### config.mk
export PLATFORM = sky130hd
export DESIGN_NAME = cpfa_mul
export DESIGN_NICKNAME = d
export VERILOG_FILES = /design/src/hdl/cpfa_mul.sv
export SDC_FILE = /design/constraint.sdc
export NUM_CORES = 2
export LEC_CHECK = 0
export ABC_AREA = 1
export BUFFER_PORTS_ARGS = -buffer_cell sky130_fd_sc_hd__buf_2
export CORE_UTILIZATION = 65
export CTS_CLUSTER_DIAMETER = 50
export DETAILED_ROUTE_END_ITERATION = 10
export PLACE_DENSITY = 0.83
export SLEW_MARGIN = 5
export SYNTH_ARGS = -nofsm -noshare
export SYNTH_HDL_FRONTEND = slang
export SYNTH_SLANG_ARGS = --single-unit
export TNS_END_PERCENT = 20
### constraint.sdc
create_clock -name i_clk -period 18.22 [get_ports i_clk]
set_input_delay 2.733 -clock i_clk [delete_from_list [all_inputs] [get_ports i_clk]]
set_output_delay 2.733 -clock i_clk [all_outputs]
set_load 0.005 [all_outputs]
### src/hdl/cpfa_mul.sv
// Shared 32x32 unsigned multiplier with a registered product.
// Uses no package items; instantiated by the force accumulator top.
module cpfa_mul (
    input  logic        i_clk,
    input  logic [31:0] i_a,
    input  logic [31:0] i_b,
    output logic [63:0] o_p
);

    logic [63:0] r_p;

    // One product per cycle, registered before use.
    always_ff @(posedge i_clk) begin
        r_p <= 64'(i_a) * 64'(i_b);
    end

    assign o_p = r_p;

endmodule

== Word-level counts from Yosys, hierarchy flattened ==
Cells that the tools add are included.

* Multipliers: 1

{| class="wikitable"
|+ Operators with widths
! operator !! count
|-
| $mul 32x32->64 || 1
|}

* Register bits after elaboration: 64
* Word-level logic and storage cells: 2

== Depth between registers and ports, before layout ==
* Depth after elaboration: 1
* Mapped depth: 30
* Depth with buffers taken out: 29

== Worst setup path after synthesis ==
Ideal clock, no wire load.

* Path kind: input -> register
* Start point: input port i_a[25]
* End point: register r_p[60], in the netlist o_p[60]
* Data arrival time: 8435 ps
* Required time: 18108 ps
* Slack: 9673 ps
* Cell stages on the path: 26
* Path buffers: 1
* Cell sequence: clkbuf_1 nand2_1 fa_1 inv_1 fa_1 inv_1 fa_1 inv_1 fa_1 fa_1 fa_1 fa_1 inv_1 fa_1 inv_1 ha_1 nand2_1 nand2_1 a21oi_1 nand2_1 nand2_1 nand2_1 a21oi_1 nand2_1 nand2_1 nand2_1

* Cells in the longest elaborated chain, start to end: 1

{| class="wikitable"
|+ Ends and longest elaborated chain
! item !! RTL line !! source
|-
| from (decl) || 5 || <nowiki>input logic [31:0] i_a,</nowiki>
|-
| $mul 32x32->64 || 14 || <nowiki>r_p <= 64'(i_a) * 64'(i_b);</nowiki>
|-
| to (signal assigned) || 14 ||
|-
| to (decl) || 10 || <nowiki>logic [63:0] r_p;</nowiki>
|}

No other way between the ends.

== Worst setup path in the final report ==
* Start point: input port i_a[19]
* End point: register r_p[32], in the netlist o_p[32]

The elaborated chain is that of the path after synthesis.

==> metrics.txt <==
Vias 29.9k; hold_buf cts 0; remaining global-route overflow 0; hold path endpoint o_p[0]$_DFF_P_; HP Class input port to flip-flop; CTS tree yes; Die Y 242 um; Least-Margin Pin Slew 0.904 ns; total wire length 95.6 mm; Setup TNS Final 0 ns; layout cells sized above 1 4.22%; xor and xnor area share after synthesis 0.820%; Cell Chain, Critical Path buf_2 -> nand2_1 -> inv_1 -> fa_1 -> fa_1 -> inv_1 -> fa_1 -> fa_1 -> inv_1 -> fa_1 -> fa_1 -> fa_1 -> fa_1 -> ha_1 -> nand2_1 -> nor2_1 -> inv_2 -> nor2_4 -> inv_2 -> o21bai_2 -> inv_1 -> nand2_1 -> xor2_1; CP arrival 9.58 ns; outcome finished, final reports clean; cts bufs inserted 9; CP max-delay cell buf_2; post-cts sizing count 0; Pre-antenna DRT Iters 6; Root Buffer clkbuf_16; die area 58500 um2; crit-path most repeated cell fa_1; Total Routing Usage GR 34.5%; core box area 56600 um2; peak fanout along the critical path 32; max reg flops 64; cells after synthesis 5023; Die W 242 um; Critical Path Source Type input port; FF+latch count, synth 64; crit path kind input port to flip-flop; Synth Area in Compound Gates 0.853%; synth unique cells 23; syn avg cell area 7.45 um2; DR vias/cell 5.21; Post-Syn Area 37400 um2; RePlAce Congestion 1.02; Syn-to-layout area delta 3.13%; post-synthesis sequential area ratio 3.43%; WHS Path Cells 3; synth warn 0; largest net degree at the start of global routing 33; # IOs 129; f_max 0.107 GHz; multiplexer share of the synthesized area 0%; dpl hpwl 80.2 mm; CTS Sinks 64; hold_sp i_b[0]; Max Cap Viol 0; final period utilization 51.5%; drc violations 0; Final Critical Period 9.38 ns; synth top area cells fa_1, inv_1, nand2_1, ha_1, dfxtp_1; Synth top area share 48.0%; DRT antenna net count 0; Worst setup EP type flip-flop; first-pass GRT wire length 160 mm; Port Buf Inserts 128; initial antenna violation count 5; RSZ-0062 raised after global routing no; Final setup viols 0; clock-pin slew on the worst setup and hold paths 0.06 ns; Post-Syn Nets 6247; dominant cell type by area after synthesis fa_1; Slew Limit Headroom 39.7%; Hold Fails Final Rpt 0; Post-Synth Adder-Cell Area 56.8%; row cnt 87; H-tree depth 3; Final Max Slew Viols 0; worst-case clock buffer depth 2; Post CTS Setup Buffer Count 0; WL/cell 16.7 um; Final nets 6196; Post-Synth Simple-Gate Area 18.8%; vias in the first global route 32.0k; Starting DRT DRC Count 2417; CP peak stage delay 0.66 ns; largest family of logic cells by synthesized area adder cells; Worst EP required 18.42 ns; Initial Util 66.1%
-- worst max path at each step --
stage                        from  cells past startpoint              end
after global placement    i_a[19]                     23  o_p[32]$_DFF_P_
final                     i_a[19]                     23  o_p[32]$_DFF_P_
after CTS                 i_a[19]                     23  o_p[32]$_DFF_P_
after floorplan           i_a[25]                     26  o_p[60]$_DFF_P_
after detailed placement  i_a[19]                     23  o_p[32]$_DFF_P_
after global routing      i_a[19]                     23  o_p[32]$_DFF_P_
-- through the flow --
step	hold slack [ns]	cell area (um2)	std cells	setup slack (ns)	util, %
after global placement	3.11	38300	5717	8.63	67.6
after detailed placement	3.11	38300	5717	8.61	67.6
after global routing	3.00	38600	5736	8.62	68.1
after CTS	2.98	38600	5733	8.92	68.1
after floorplan	2.83	37400	5023	9.67	-
final	2.96	38600	5737	8.84	68.1
-- metal layers --
metal | GRT usage [%] | part of all wire [%] | up-vias
met2 | 58.8 | 49 | 1433
met1 | 43.7 | 37 | 14612
met5 | 0 | 0.031 | -
li1 | - | - | 13522
met3 | 5.02 | 8.3 | 334
met4 | 15.9 | 5.2 | 4
-- placed cells by master, fill, tap and decap left out --
cell type,Yosys,layout
inv_2,12,12
nor2_1,81,81
nor2_4,6,6
xnor2_1,2,2
clkbuf_16,0,9
clkinvlp_4,0,3
nor3_1,11,11
ha_1,263,263
dfxtp_1,64,64
buf_2,0,128
fa_1,896,896
inv_1,1723,1723
a21oi_1,43,43
o21bai_2,1,1
nand2_1,1566,1566
inv_6,0,3
nand2_2,15,15
xor2_1,33,33
nand3_2,9,9
nor3_2,6,6
o21ai_0,2,2
clkinv_2,0,1
nand4_1,16,16
nand3_1,56,56
nor3_4,1,1
diode_2,0,4
o21bai_1,11,11
nor2_2,14,14
buf_4,0,2
-- worst max-delay path, delay by kind of cell --
family	cells	cell delay, ns
fa+ha+maj	9	4.53
buf+inv	7	1.08
simple gates	5	0.67
xor+xnor	1	0.37
compound gates	1	0.15
-- cell type report --
cell class	count	area, um2
Multi-Input combinational cell	3032	28900
Fill cell	4702	18000
Inverter	1735	6510
Sequential cell	64	1280
Tap cell	756	946
Timing Repair Buffer	130	656
Clock buffer	9	225
Clock inverter	7	53.8
Antenna cell	4	10.0
-- logic make-up (layout without fill, tap and decap cells) --
| logic type | after synthesis | after routing |
|---|---|---|
| buf+inv | 1927 | 1881 |
| compound gates | 57 | 57 |
| other cells | 0 | 4 |
| xor+xnor | 35 | 35 |
| simple gates | 1781 | 1781 |
| flops | 64 | 64 |
| fa+ha+maj | 1159 | 1159 |
-- synth_stat cells --
| cell type | number |
|---|---|
| nor2_4 | 6 |
| nor3_2 | 6 |
| o21bai_2 | 1 |
| nand2_1 | 1566 |
| dfxtp_1 | 64 |
| nor2_1 | 81 |
| nand3_2 | 9 |
| nand3_1 | 56 |
| o21bai_1 | 11 |
| fa_1 | 896 |
| nor2_2 | 14 |
| xnor2_1 | 2 |
| nor3_1 | 11 |
| nand2_2 | 15 |
| ha_1 | 263 |
| inv_1 | 1723 |
| a21oi_1 | 43 |
| nand4_1 | 16 |
| o21ai_0 | 2 |
| xor2_1 | 33 |
| clkbuf_1 | 192 |
| nor3_4 | 1 |
| inv_2 | 12 |
Power is not shown: default switching activity piles up to over one toggle a cycle in this logic, so the estimate is an artifact.
